<file path="config.mk">
export PLATFORM = sky130hd
export DESIGN_NAME = x86_io_instruction_decoder
export DESIGN_NICKNAME = d
export VERILOG_FILES = /design/src/sv/x86io_pkg.sv /design/src/sv/x86_io_instruction_decoder.sv
export SDC_FILE = /design/constraint.sdc
export NUM_CORES = 1
export LEC_CHECK = 0
export BUFFER_PORTS_ARGS = -buffer_cell sky130_fd_sc_hd__buf_4
export CORE_UTILIZATION = 33
export DETAILED_ROUTE_END_ITERATION = 10
export GPL_TIMING_DRIVEN = 0
export PLACE_DENSITY = 0.57
export RECOVER_POWER = 50
export SLEW_MARGIN = 20
export SYNTH_ARGS = -nofsm -noshare
export SYNTH_HDL_FRONTEND = slang
export SYNTH_SLANG_ARGS = --single-unit
export TNS_END_PERCENT = 30
</file>
<file path="constraint.sdc">
create_clock -name i_clk -period 8.8 [get_ports i_clk]
set_input_delay 0.88 -clock i_clk [delete_from_list [all_inputs] [get_ports i_clk]]
set_output_delay 0.88 -clock i_clk [all_outputs]
set_load 0.05 [all_outputs]
</file>
<file path="src/sv/x86io_pkg.sv">
// Shared types, codes and opcode constants for the x86 I/O instruction decoder.
package x86io_pkg;

    // Prefix bound default
    localparam int unsigned MaxPrefixesDefault = 14;

    // Operand size codes held in prefix state
    localparam logic [1:0] OW_16 = 2'd1;
    localparam logic [1:0] OW_32 = 2'd2;
    localparam logic [1:0] OW_64 = 2'd3;

    // Address size codes held in prefix state
    localparam logic [1:0] AW_32 = 2'd2;
    localparam logic [1:0] AW_64 = 2'd3;

    // Result data width codes
    localparam logic [1:0] DW_8  = 2'd0;
    localparam logic [1:0] DW_16 = 2'd1;
    localparam logic [1:0] DW_32 = 2'd2;

    // Result address width codes
    localparam logic [1:0] RA_32 = 2'd1;
    localparam logic [1:0] RA_64 = 2'd2;

    // Result segment codes
    localparam logic [1:0] SEG_NONE = 2'd0;
    localparam logic [1:0] SEG_ES   = 2'd1;
    localparam logic [1:0] SEG_DS   = 2'd2;

    // Prefix and opcode bytes
    localparam logic [7:0] PFX_ES    = 8'h26;
    localparam logic [7:0] PFX_CS    = 8'h2E;
    localparam logic [7:0] PFX_SS    = 8'h36;
    localparam logic [7:0] PFX_DS    = 8'h3E;
    localparam logic [7:0] PFX_FS    = 8'h64;
    localparam logic [7:0] PFX_GS    = 8'h65;
    localparam logic [7:0] PFX_OPSZ  = 8'h66;
    localparam logic [7:0] PFX_ADSZ  = 8'h67;
    localparam logic [7:0] PFX_LOCK  = 8'hF0;
    localparam logic [7:0] PFX_REPNZ = 8'hF2;
    localparam logic [7:0] PFX_REPZ  = 8'hF3;
    localparam logic [7:0] OP_TWO_BYTE = 8'h0F;

    localparam logic [7:0] OP_INSB   = 8'h6C;
    localparam logic [7:0] OP_INSD   = 8'h6D;
    localparam logic [7:0] OP_OUTSB  = 8'h6E;
    localparam logic [7:0] OP_OUTSD  = 8'h6F;
    localparam logic [7:0] OP_IN_IB  = 8'hE4;
    localparam logic [7:0] OP_IN_ID  = 8'hE5;
    localparam logic [7:0] OP_OUT_IB = 8'hE6;
    localparam logic [7:0] OP_OUT_ID = 8'hE7;
    localparam logic [7:0] OP_IN_DB  = 8'hEC;
    localparam logic [7:0] OP_IN_DD  = 8'hED;
    localparam logic [7:0] OP_OUT_DB = 8'hEE;
    localparam logic [7:0] OP_OUT_DD = 8'hEF;

    // One input transfer
    typedef struct packed {
        logic [7:0]  instr_byte;
        logic        start_req;
        logic [15:0] dx_port;
    } t_io_byte;

    // One result transfer
    typedef struct packed {
        logic        supported;
        logic        is_input;
        logic        is_string;
        logic        has_rep;
        logic [1:0]  data_width;
        logic [1:0]  addr_width;
        logic [1:0]  segment_sel;
        logic [15:0] port_number;
        logic [4:0]  length;
    } t_io_result;

endpackage

</file>
<file path="src/sv/x86_io_instruction_decoder.sv">
// x86 64-bit-mode I/O instruction decoder: prefix tracking and IN/OUT/INS/OUTS classification.
// The result is registered: it appears on the output register in the cycle after the byte that ends
// the instruction is transferred in.
// Throughput: one byte per cycle; the input stalls only while a held result is not taken.
// Reset (synchronous, active low): prefix state returns to its empty values and the
// output register is emptied.
module x86_io_instruction_decoder
    import x86io_pkg::*;
#(
    parameter int unsigned MAX_PREFIXES = MaxPrefixesDefault
) (
    input  logic       i_clk,
    input  logic       i_rst_n,
    input  logic       i_in_valid,
    output logic       o_in_ready,
    input  t_io_byte   i_in_data,
    output logic       o_out_valid,
    input  logic       i_out_ready,
    output t_io_result o_out_data
);

    localparam logic [3:0] PfxLimit = 4'(MAX_PREFIXES);

    // Prefix state
    logic [3:0] r_prefix_count, n_prefix_count;
    logic [7:0] r_rex_value,    n_rex_value;
    logic [1:0] r_operand_w,    n_operand_w;
    logic [1:0] r_address_w,    n_address_w;
    logic       r_rep_seen,     n_rep_seen;
    logic       r_await_imm,    n_await_imm;
    logic [7:0] r_pending_op,   n_pending_op;

    // Output register
    logic       r_out_valid;
    t_io_result r_out_data;

    logic       in_xfer;
    logic       emit;
    t_io_result res;

    // Effective state after an optional start
    logic [3:0] e_cnt;
    logic [7:0] e_rex;
    logic [1:0] e_ow;
    logic [1:0] e_aw;
    logic       e_rep;
    logic       e_await;
    logic [7:0] b;

    function automatic logic f_is_prefix(input logic [7:0] v);
        logic hit;
        begin
            case (v) inside
                [8'h40:8'h4F], PFX_ES, PFX_CS, PFX_SS, PFX_DS, PFX_FS, PFX_GS,
                PFX_OPSZ, PFX_ADSZ, PFX_LOCK, PFX_REPNZ, PFX_REPZ: hit = 1'b1;
                default: hit = 1'b0;
            endcase
            return hit;
        end
    endfunction

    function automatic t_io_result f_io(
        input logic [7:0]  op,
        input logic [15:0] port,
        input logic [4:0]  len,
        input logic        rep,
        input logic [1:0]  ow,
        input logic [1:0]  aw
    );
        t_io_result r;
        logic       str;
        begin
            str           = (op[7:4] == 4'h6);
            r.supported   = 1'b1;
            r.is_input    = ~op[1];
            r.is_string   = str;
            r.has_rep     = rep;
            r.data_width  = !op[0] ? DW_8 : ((ow == OW_16) ? DW_16 : DW_32);
            r.addr_width  = (aw == AW_32) ? RA_32 : RA_64;
            r.segment_sel = !str ? SEG_NONE : (!op[1] ? SEG_ES : SEG_DS);
            r.port_number = port;
            r.length      = len;
            return r;
        end
    endfunction

    function automatic t_io_result f_unsup(input logic [4:0] len);
        t_io_result r;
        begin
            r        = '0;
            r.length = len;
            return r;
        end
    endfunction

    assign o_in_ready  = !r_out_valid || i_out_ready;
    assign in_xfer     = i_in_valid && o_in_ready;
    assign o_out_valid = r_out_valid;
    assign o_out_data  = r_out_data;
    assign b           = i_in_data.instr_byte;

    // Start clears prefix state before the byte is decoded
    always_comb begin
        if (i_in_data.start_req) begin
            e_cnt   = '0;
            e_rex   = '0;
            e_ow    = OW_32;
            e_aw    = AW_64;
            e_rep   = 1'b0;
            e_await = 1'b0;
        end else begin
            e_cnt   = r_prefix_count;
            e_rex   = r_rex_value;
            e_ow    = r_operand_w;
            e_aw    = r_address_w;
            e_rep   = r_rep_seen;
            e_await = r_await_imm;
        end
    end

    // Byte decode against running prefix state
    always_comb begin
        n_prefix_count = '0;
        n_rex_value    = '0;
        n_operand_w    = OW_32;
        n_address_w    = AW_64;
        n_rep_seen     = 1'b0;
        n_await_imm    = 1'b0;
        n_pending_op   = r_pending_op;
        emit           = 1'b1;
        res            = f_unsup({1'b0, e_cnt} + 5'd1);
        if (e_await) begin
            res = f_io(r_pending_op, {8'h00, b}, {1'b0, e_cnt} + 5'd2, e_rep, e_ow, e_aw);
        end else if (f_is_prefix(b)) begin
            if (e_cnt >= PfxLimit) begin
                res = f_unsup({1'b0, e_cnt} + 5'd1);
            end else begin
                emit           = 1'b0;
                n_prefix_count = e_cnt + 4'd1;
                n_rex_value    = e_rex;
                n_operand_w    = e_ow;
                n_address_w    = e_aw;
                n_rep_seen     = e_rep;
                if (b[7:4] == 4'h4) begin
                    n_rex_value = b;
                    if (b[3]) begin
                        n_operand_w = OW_64;
                    end
                end else if (b == PFX_OPSZ) begin
                    if (e_rex == 8'h00) begin
                        n_operand_w = OW_16;
                    end
                end else if (b == PFX_ADSZ) begin
                    n_address_w = AW_32;
                end else if (b == PFX_REPNZ || b == PFX_REPZ) begin
                    n_rep_seen = 1'b1;
                end
            end
        end else begin
            unique case (b) inside
                OP_INSB, OP_INSD, OP_OUTSB, OP_OUTSD,
                OP_IN_DB, OP_IN_DD, OP_OUT_DB, OP_OUT_DD: begin
                    res = f_io(b, i_in_data.dx_port, {1'b0, e_cnt} + 5'd1, e_rep, e_ow, e_aw);
                end
                OP_IN_IB, OP_IN_ID, OP_OUT_IB, OP_OUT_ID: begin
                    // Immediate port follows; keep prefix state
                    emit           = 1'b0;
                    n_pending_op   = b;
                    n_await_imm    = 1'b1;
                    n_prefix_count = e_cnt;
                    n_rex_value    = e_rex;
                    n_operand_w    = e_ow;
                    n_address_w    = e_aw;
                    n_rep_seen     = e_rep;
                end
                OP_TWO_BYTE: begin
                    res = f_unsup({1'b0, e_cnt} + 5'd2);
                end
                default: begin
                    res = f_unsup({1'b0, e_cnt} + 5'd1);
                end
            endcase
        end
    end

    // Prefix state registers
    always_ff @(posedge i_clk) begin
        if (!i_rst_n) begin
            r_prefix_count <= '0;
            r_rex_value    <= '0;
            r_operand_w    <= OW_32;
            r_address_w    <= AW_64;
            r_rep_seen     <= 1'b0;
            r_await_imm    <= 1'b0;
            r_pending_op   <= '0;
        end else if (in_xfer) begin
            r_prefix_count <= n_prefix_count;
            r_rex_value    <= n_rex_value;
            r_operand_w    <= n_operand_w;
            r_address_w    <= n_address_w;
            r_rep_seen     <= n_rep_seen;
            r_await_imm    <= n_await_imm;
            r_pending_op   <= n_pending_op;
        end
    end

    // Result register
    always_ff @(posedge i_clk) begin
        if (!i_rst_n) begin
            r_out_valid <= 1'b0;
        end else if (in_xfer && emit) begin
            r_out_valid <= 1'b1;
        end else if (i_out_ready) begin
            r_out_valid <= 1'b0;
        end
    end

    always_ff @(posedge i_clk) begin
        if (in_xfer && emit) begin
            r_out_data <= res;
        end
    end

`ifndef SYNTH
    // Unsupported results carry only a length
    a_unsup_clean: assert property (@(posedge i_clk) disable iff (!i_rst_n)
        (r_out_valid && !r_out_data.supported) |->
        (!r_out_data.is_input && !r_out_data.is_string && !r_out_data.has_rep &&
         r_out_data.data_width == DW_8 && r_out_data.segment_sel == SEG_NONE &&
         r_out_data.port_number == 16'h0000))
        else $error("unsupported result has nonzero fields");

    // String forms always name a segment
    a_string_seg: assert property (@(posedge i_clk) disable iff (!i_rst_n)
        (r_out_valid && r_out_data.is_string) |-> (r_out_data.segment_sel != SEG_NONE))
        else $error("string result without segment");

    // Awaiting an immediate only after an immediate IN/OUT opcode
    a_await_op: assert property (@(posedge i_clk) disable iff (!i_rst_n)
        r_await_imm |-> (r_pending_op[7:2] == OP_IN_IB[7:2]))
        else $error("awaiting immediate with wrong opcode");

    // Prefix count never passes the bound
    a_pfx_bound: assert property (@(posedge i_clk) disable iff (!i_rst_n)
        r_prefix_count <= PfxLimit)
        else $error("prefix count beyond bound");

    // Input stalls only behind a held result
    a_stall_cause: assert property (@(posedge i_clk) disable iff (!i_rst_n)
        !o_in_ready |-> (r_out_valid && !i_out_ready))
        else $error("input stalled without a held result");
`endif

endmodule

</file>
======== Word level (Yosys, flattened, before mapping) ========
Cells that the tools add are included.
operators by class
  shift operators ......................... 0
  multiply operators ...................... 0
  $add $sub $neg .......................... 3
  bitwise operators ....................... 4
  equal/unequal tests ..................... 29
  reduce and logical (&&, ||, !) cells .... 13
  div/mod/pow operators ................... 0
  muxes and demuxes ....................... 60
  magnitude comparators ................... 3
operators by type and width
  kind                                                 number
  equality test 8 bit, second input constant           11
  equality test 8 x 7 -> 1 bit, second input constant  8
  case mux 31 bit (2 select lines)                     1
  two-way mux 2 bit                                    25
  two-way mux 8 bit                                    6
  equality test 8 x 6 -> 1 bit, second input constant  4
  two-way mux 31 bit                                   1
  two-way mux 30 bit                                   1
  two-way mux 1 bit                                    21
  two-way mux 4 bit                                    5
  equality test 4 x 3 -> 1 bit, second input constant  3
  OR reduction 12 bit                                  1
  equality test 8 x 4 -> 1 bit, second input constant  1
  >= comparator 8 x 7 -> 1 bit, second input constant  1
  <= comparator 8 x 7 -> 1 bit, second input constant  1
  zero test 8 bit                                      1
  OR reduction 8 bit                                   1
  adder 4 x 1 -> 5 bit, second input constant          1
  adder 4 x 2 -> 5 bit, second input constant          1
  adder 4 x 1 -> 4 bit, second input constant          1
  >= comparator 4 bit, second input constant           1
  NOT 1 bit                                            4
  AND reduction 4 bit                                  1
  OR reduction 4 bit                                   1
  7 further kinds                                      10
storage, ports and cells
  bits of input ports ..................... 29
  bits in writable memories ............... 0
  memories kept ........................... 0
  logic and storage cells ................. 130
  bits in latches ......................... 0
  output and inout bits ................... 33
  bits in read-only memories .............. 0
  register bits ........................... 58

======== Logic depth before layout (Yosys ltp) ========
  depth after elaboration ................. 9
  depth in mapped cells ................... 8
  depth with buffers taken out ............ 7

======== Least setup slack after synthesis ========
No wires, ideal clock.
  kind .................................... input-to-reg
  start point ............................. input port i_in_data[22] in the netlist's numbering
  end point ............................... register r_out_data, in the netlist o_out_data[0] (enable)
  path buffers ............................ 1
  data required time ...................... 8.381 ns
  arrival ................................. 3.252 ns
  setup slack ............................. 5.129 ns
  cell stages on the path ................. 6
  library setup time ...................... 0.419 ns
  cell sequence ........................... buf_2 and4bb_2 a21o_1 o31ai_1 a21oi_1 nor2_1
between the ends
  cells in the longest elaborated chain, start to end .. 8
  elaborated cells between the ends (all ways) .. 26
  classes of those cells .................. order compare: 2; eq/ne: 15; mux: 5; reduce/logical: 4
RTL lines
  what                                                                                                RTL line                           RTL
  start: declaration                                                                                  x86_io_instruction_decoder.sv:16   input t_io_byte i_in_data,
  >= comparator 8 x 7 -> 1 bit (not written as such) or <= comparator 8 x 7 -> 1 bit (tied branches)  x86_io_instruction_decoder.sv:134  end else if (f_is_prefix(b)) begin
  logical AND 1 bit (not written as such)                                                             x86_io_instruction_decoder.sv:134
  OR reduction 12 bit                                                                                 x86_io_instruction_decoder.sv:53   case (v) inside
  two-way mux 1 bit                                                                                   x86_io_instruction_decoder.sv:53
  two-way mux 1 bit                                                                                   x86_io_instruction_decoder.sv:132  if (e_await) begin
  two-way mux 1 bit *                                                                                 x86_io_instruction_decoder.sv:134
  two-way mux 1 bit *                                                                                 x86_io_instruction_decoder.sv:132
  logical AND 1 bit *                                                                                 x86_io_instruction_decoder.sv:219  if (in_xfer && emit) begin
  end signal: assignment                                                                              x86_io_instruction_decoder.sv:220  r_out_data <= res;
  end: declaration                                                                                    x86_io_instruction_decoder.sv:35   t_io_result r_out_data;
Every way passes the cells marked *; elsewhere a longest branch is shown, timed or not. The select of a mux whose other input is x is not followed.
A chain may end at the register's enable or synchronous reset.

======== Final worst setup path ========
  start point ............................. input port i_in_data[22] in the netlist's numbering
  end point ............................... register r_pending_op[1]
between the ends
  cells in the longest elaborated chain, start to end .. 7
  elaborated cells between the ends (all ways) .. 24
  classes of those cells .................. order compare: 2; eq/ne: 15; mux: 2; bitwise: 1; reduce/logical: 4
RTL lines
  what                                                                                                RTL line                           RTL
  >= comparator 8 x 7 -> 1 bit (not written as such) or <= comparator 8 x 7 -> 1 bit (tied branches)  x86_io_instruction_decoder.sv:134
  logical AND 1 bit (not written as such)                                                             x86_io_instruction_decoder.sv:134
  OR reduction 12 bit                                                                                 x86_io_instruction_decoder.sv:53
  two-way mux 1 bit                                                                                   x86_io_instruction_decoder.sv:53
  two-way mux 1 bit                                                                                   x86_io_instruction_decoder.sv:132
  NOT 1 bit (no source line)                                                                          n/a
  AND reduction 4 bit (no source line) *                                                              n/a
  end signal: assignment                                                                              x86_io_instruction_decoder.sv:203  r_pending_op <= n_pending_op;
  end: declaration                                                                                    x86_io_instruction_decoder.sv:31   logic [7:0] r_pending_op, n_pending_op;
Marks and branches as above.

==> impl_metrics.py <==
metrics = {
    "pwr": {
        "leakage_nw": 1.11,
        "pwr-share-clk": 0.319,
        "ir_drop_mv": 0.0710,
        "swShare": 0.280,
        "seqPwrFrac": 0.531,
        "internal_power_mw": 0.391,
        "power_mw": 0.544,
        "power_density_mw_per_mm2": 170,
        "p_sw_mw": 0.152,
        "pwr-share-comb": 0.150,
    },
    "critical_path": {
        "r2r_cells": 6,
        "crit_family": "simple AND/OR/NAND/NOR gates",
        "critPathKind": "primary input to flop",
        "worst_path_max_delay_cell": "nor3_1",
        "crit_start": "i_in_data[22]",
        "ff2ff_setup_slack_ns": 6.43,
        "crit_path_end": "r_pending_op[1]$_SDFFE_PN0P_",
        "cp.arrival_ns": 3.04,
        "r2r_end": "o_out_data[28]$_DFFE_PP_",
        "cp_slowest_stage_delay_ns": 0.79,
        "critPathMaxFanout": 8,
        "path_cells": "clkbuf_1 -> nand4b_2 -> or3b_1 -> clkbuf_1 -> nor3_1 -> mux2i_1 -> nor2_1",
        "cp-end-kind": "flop",
        "reg2reg_from": "r_await_imm$_SDFFE_PN0P_",
        "crit_top_cell": "clkbuf_1",
        "crit_required_ns": 9.00,
        "crit_cells": 7,
        "critPathBufInv": 2,
        "cp-start-kind": "primary input",
    },
    "logic_synthesis": {
        "synth-main-ff-cell": "edfxtp_1",
        "synth_most_common_cell": "edfxtp_1",
        "synthArstFlopShare": 0,
        "synth_cell_types": 57,
        "yosysTopAreaCellShare": 0.350,
        "yosysTopAreaCell": "edfxtp_1",
        "syn_nets": 283,
        "avgSynthCellArea_um2": 10.5,
        "netlist_instances": 252,
        "yosysSeqAreaShare": 0.539,
        "synth_common_cells": "edfxtp_1 (31), nor2_1 (26), dfxtp_1 (25), nand2_1 (25), a21oi_1 (14)",
        "synth_edf_count": 31,
        "yosys-top-cells-area": "edfxtp_1 (35%), dfxtp_1 (19%), nor2_1 (3.7%)",
        "yosysWarnings": 0,
        "synth_area_mm2": 0.00266,
        "ys_seq_elements": 56,
    },
    "cts": {
        "ctsResizeCount": 0,
        "htreeDepth": 2,
        "path_clk_slew_ns": 0.10,
        "root_buffer": "clkbuf_8",
        "cts_setup_buffers": 0,
        "cts_tree": "yes",
        "hold_buffers": 0,
        "clock-sinks": 56,
        "cts_buffers": 5,
        "clk-insertion-delay-late_ns": 0.31,
        "ctsLongestPathBuffers": 2,
    },
    "cells_and_area": {
        "area_growth_pct": 20.1,
        "fin_nets": 349,
        "final_layout_size_suffix_gt1_frac": 0.144,
        "final_cells": 421,
        "num_antenna_cells": 0,
    },
    "sta": {
        "rsz0062_at_grt": "false",
        "tns_ns": 0,
        "fin_crit_sh": 0.323,
        "fin_skew_ns": 0.00765,
        "hold_violations": 0,
        "fin_ws_ns": 5.95,
        "slew_viol_final": 0,
        "setup_viol": 0,
        "tightest_slew_ns": 0.996,
        "fmax_mhz": 351,
        "period_minus_slack_ns": 2.85,
        "maxSlewHeadroom": 0.331,
    },
    "floorplanning": {
        "fp.dieW_um": 91.7,
        "initial_core_util": 0.342,
        "dieArea_mm2": 0.00841,
        "row_count": 32,
        "io_pins": 62,
        "core_mm2": 0.00777,
        "fp.dieH_um": 91.7,
    },
    "status": {
        "status": "complete, no violations",
    },
    "grt": {
        "grt_pass1_vias": 1967,
        "grt_max_degree": 29,
        "met3_usage": 0.0240,
        "busiest_layer": "met2",
        "grt_overflow": 0,
        "grtUsageTotal": 0.153,
        "met2_usage": 0.251,
        "met1_usage": 0.208,
        "grt_first_pass_wirelength_mm": 10.1,
        "antenna_found_initial": 0,
    },
    "routing": {
        "routed_via_density": 5.00,
        "first_pass_iters": 4,
        "drc": 0,
        "ant_nets": 0,
        "post_drt_wl_per_cell_um": 15.1,
        "wl_mm": 6.36,
        "drtIter0Drc": 130,
        "dr_total_vias": 2104,
    },
    "place": {
        "placed_cells": 413,
        "dp.final_hpwl_mm": 4.60,
        "place_ws_ns": 5.92,
        "port_buffers": 58,
        "place_congestion": 0.778,
    },
    "hold_path": {
        "min_path_type": "flop to flop",
    },
    "flow_run": {
        "drv_cap": 0,
    },
}
==> layer usage <==
metal  vias to the layer above  share of wire
met3                         7          0.044
met1                       982           0.48
met4                         0          0.012
li1                       1060              -
met5                         -              0
met2                        55           0.46
==> registers in the layout, summed over array words and instances (netlist names) <==
name	count
o_out_data	31
o_out_valid	1
r_address_w	2
r_await_imm	1
r_operand_w	2
r_pending_op	6
r_prefix_count	4
r_rep_seen	1
r_rex_value	8
==> stage by stage <==
step	util	hold slack (ns)	area [um2]
floorplan	-	0.408	2660
global placement	0.414	0.420	3220
detailed placement	0.418	0.420	3250
CTS	0.433	0.436	3360
global route	0.411	0.455	3190
finish	0.411	0.431	3190
==> worst min-delay path by stage <==
stage | from | to | depth (start not counted)
after floorplan | r_rex_value[4]$_SDFFE_PN0P_ | r_rex_value[4]$_SDFFE_PN0P_ | 2
after global placement | r_rex_value[5]$_SDFFE_PN0P_ | r_rex_value[5]$_SDFFE_PN0P_ | 2
after detailed placement | r_rex_value[7]$_SDFFE_PN0P_ | r_rex_value[7]$_SDFFE_PN0P_ | 2
after CTS | r_rex_value[5]$_SDFFE_PN0P_ | r_rex_value[5]$_SDFFE_PN0P_ | 2
after global routing | r_rex_value[4]$_SDFFE_PN0P_ | r_rex_value[4]$_SDFFE_PN0P_ | 2
final | r_rex_value[5]$_SDFFE_PN0P_ | r_rex_value[5]$_SDFFE_PN0P_ | 2
==> cell type report <==
cell class | count | area [um2]
plain buffers | 14 | 61.3
clock buffers | 5 | 68.8
clock inverters | 3 | 47.5
fillers | 815 | 4580
inverters | 10 | 37.5
multi-input cells | 172 | 1080
flip-flops and latches | 56 | 1430
well taps | 102 | 128
repair buffers | 59 | 332
==> power groups by stage <==
stage / Sequential [mW] / Clock [mW] / Combinational [mW]
6_report: 0.289 / 0.173 / 0.0816
2_1_floorplan: 0.329 / 0 / 0.0229
4_1_cts: 0.289 / 0.176 / 0.0918
3_5_place_dp: 0.295 / 0 / 0.0915
3_3_place_gp: 0.296 / 0 / 0.0892
5_1_grt: 0.290 / 0.186 / 0.0862
==> cell families after synthesis <==
logic type                 share of synthesized area
and+or+nand+nor                                0.226
AOI/OAI and AO/OA                              0.164
DFF                                            0.539
buffers and inverters                         0.0443
muxes                                         0.0113
xor gates and xnor gates                     0.00660
adders and majority gates                    0.00942
==> worst min-delay path: cells and delay by family, from the launching register on <==
family / cells / cell delay, ns
simple gates: 1 / 0.03
buf+inv: 1 / 0.05
flops: 1 / 0.32
==> layout by cell type (no fill, tap or decap), drive strengths merged, types with 5 or more instances in the layout <==
cell,count
inv,10
edfxtp,31
nor2,26
nand2,26
nor4,6
nand2b,5
buf,30
nor2b,5
clkbuf,48
dfxtp,25
a22o,8
and2,10
a21oi,14
o21ai,5
Note: power is estimated with default switching activity, not from simulation.
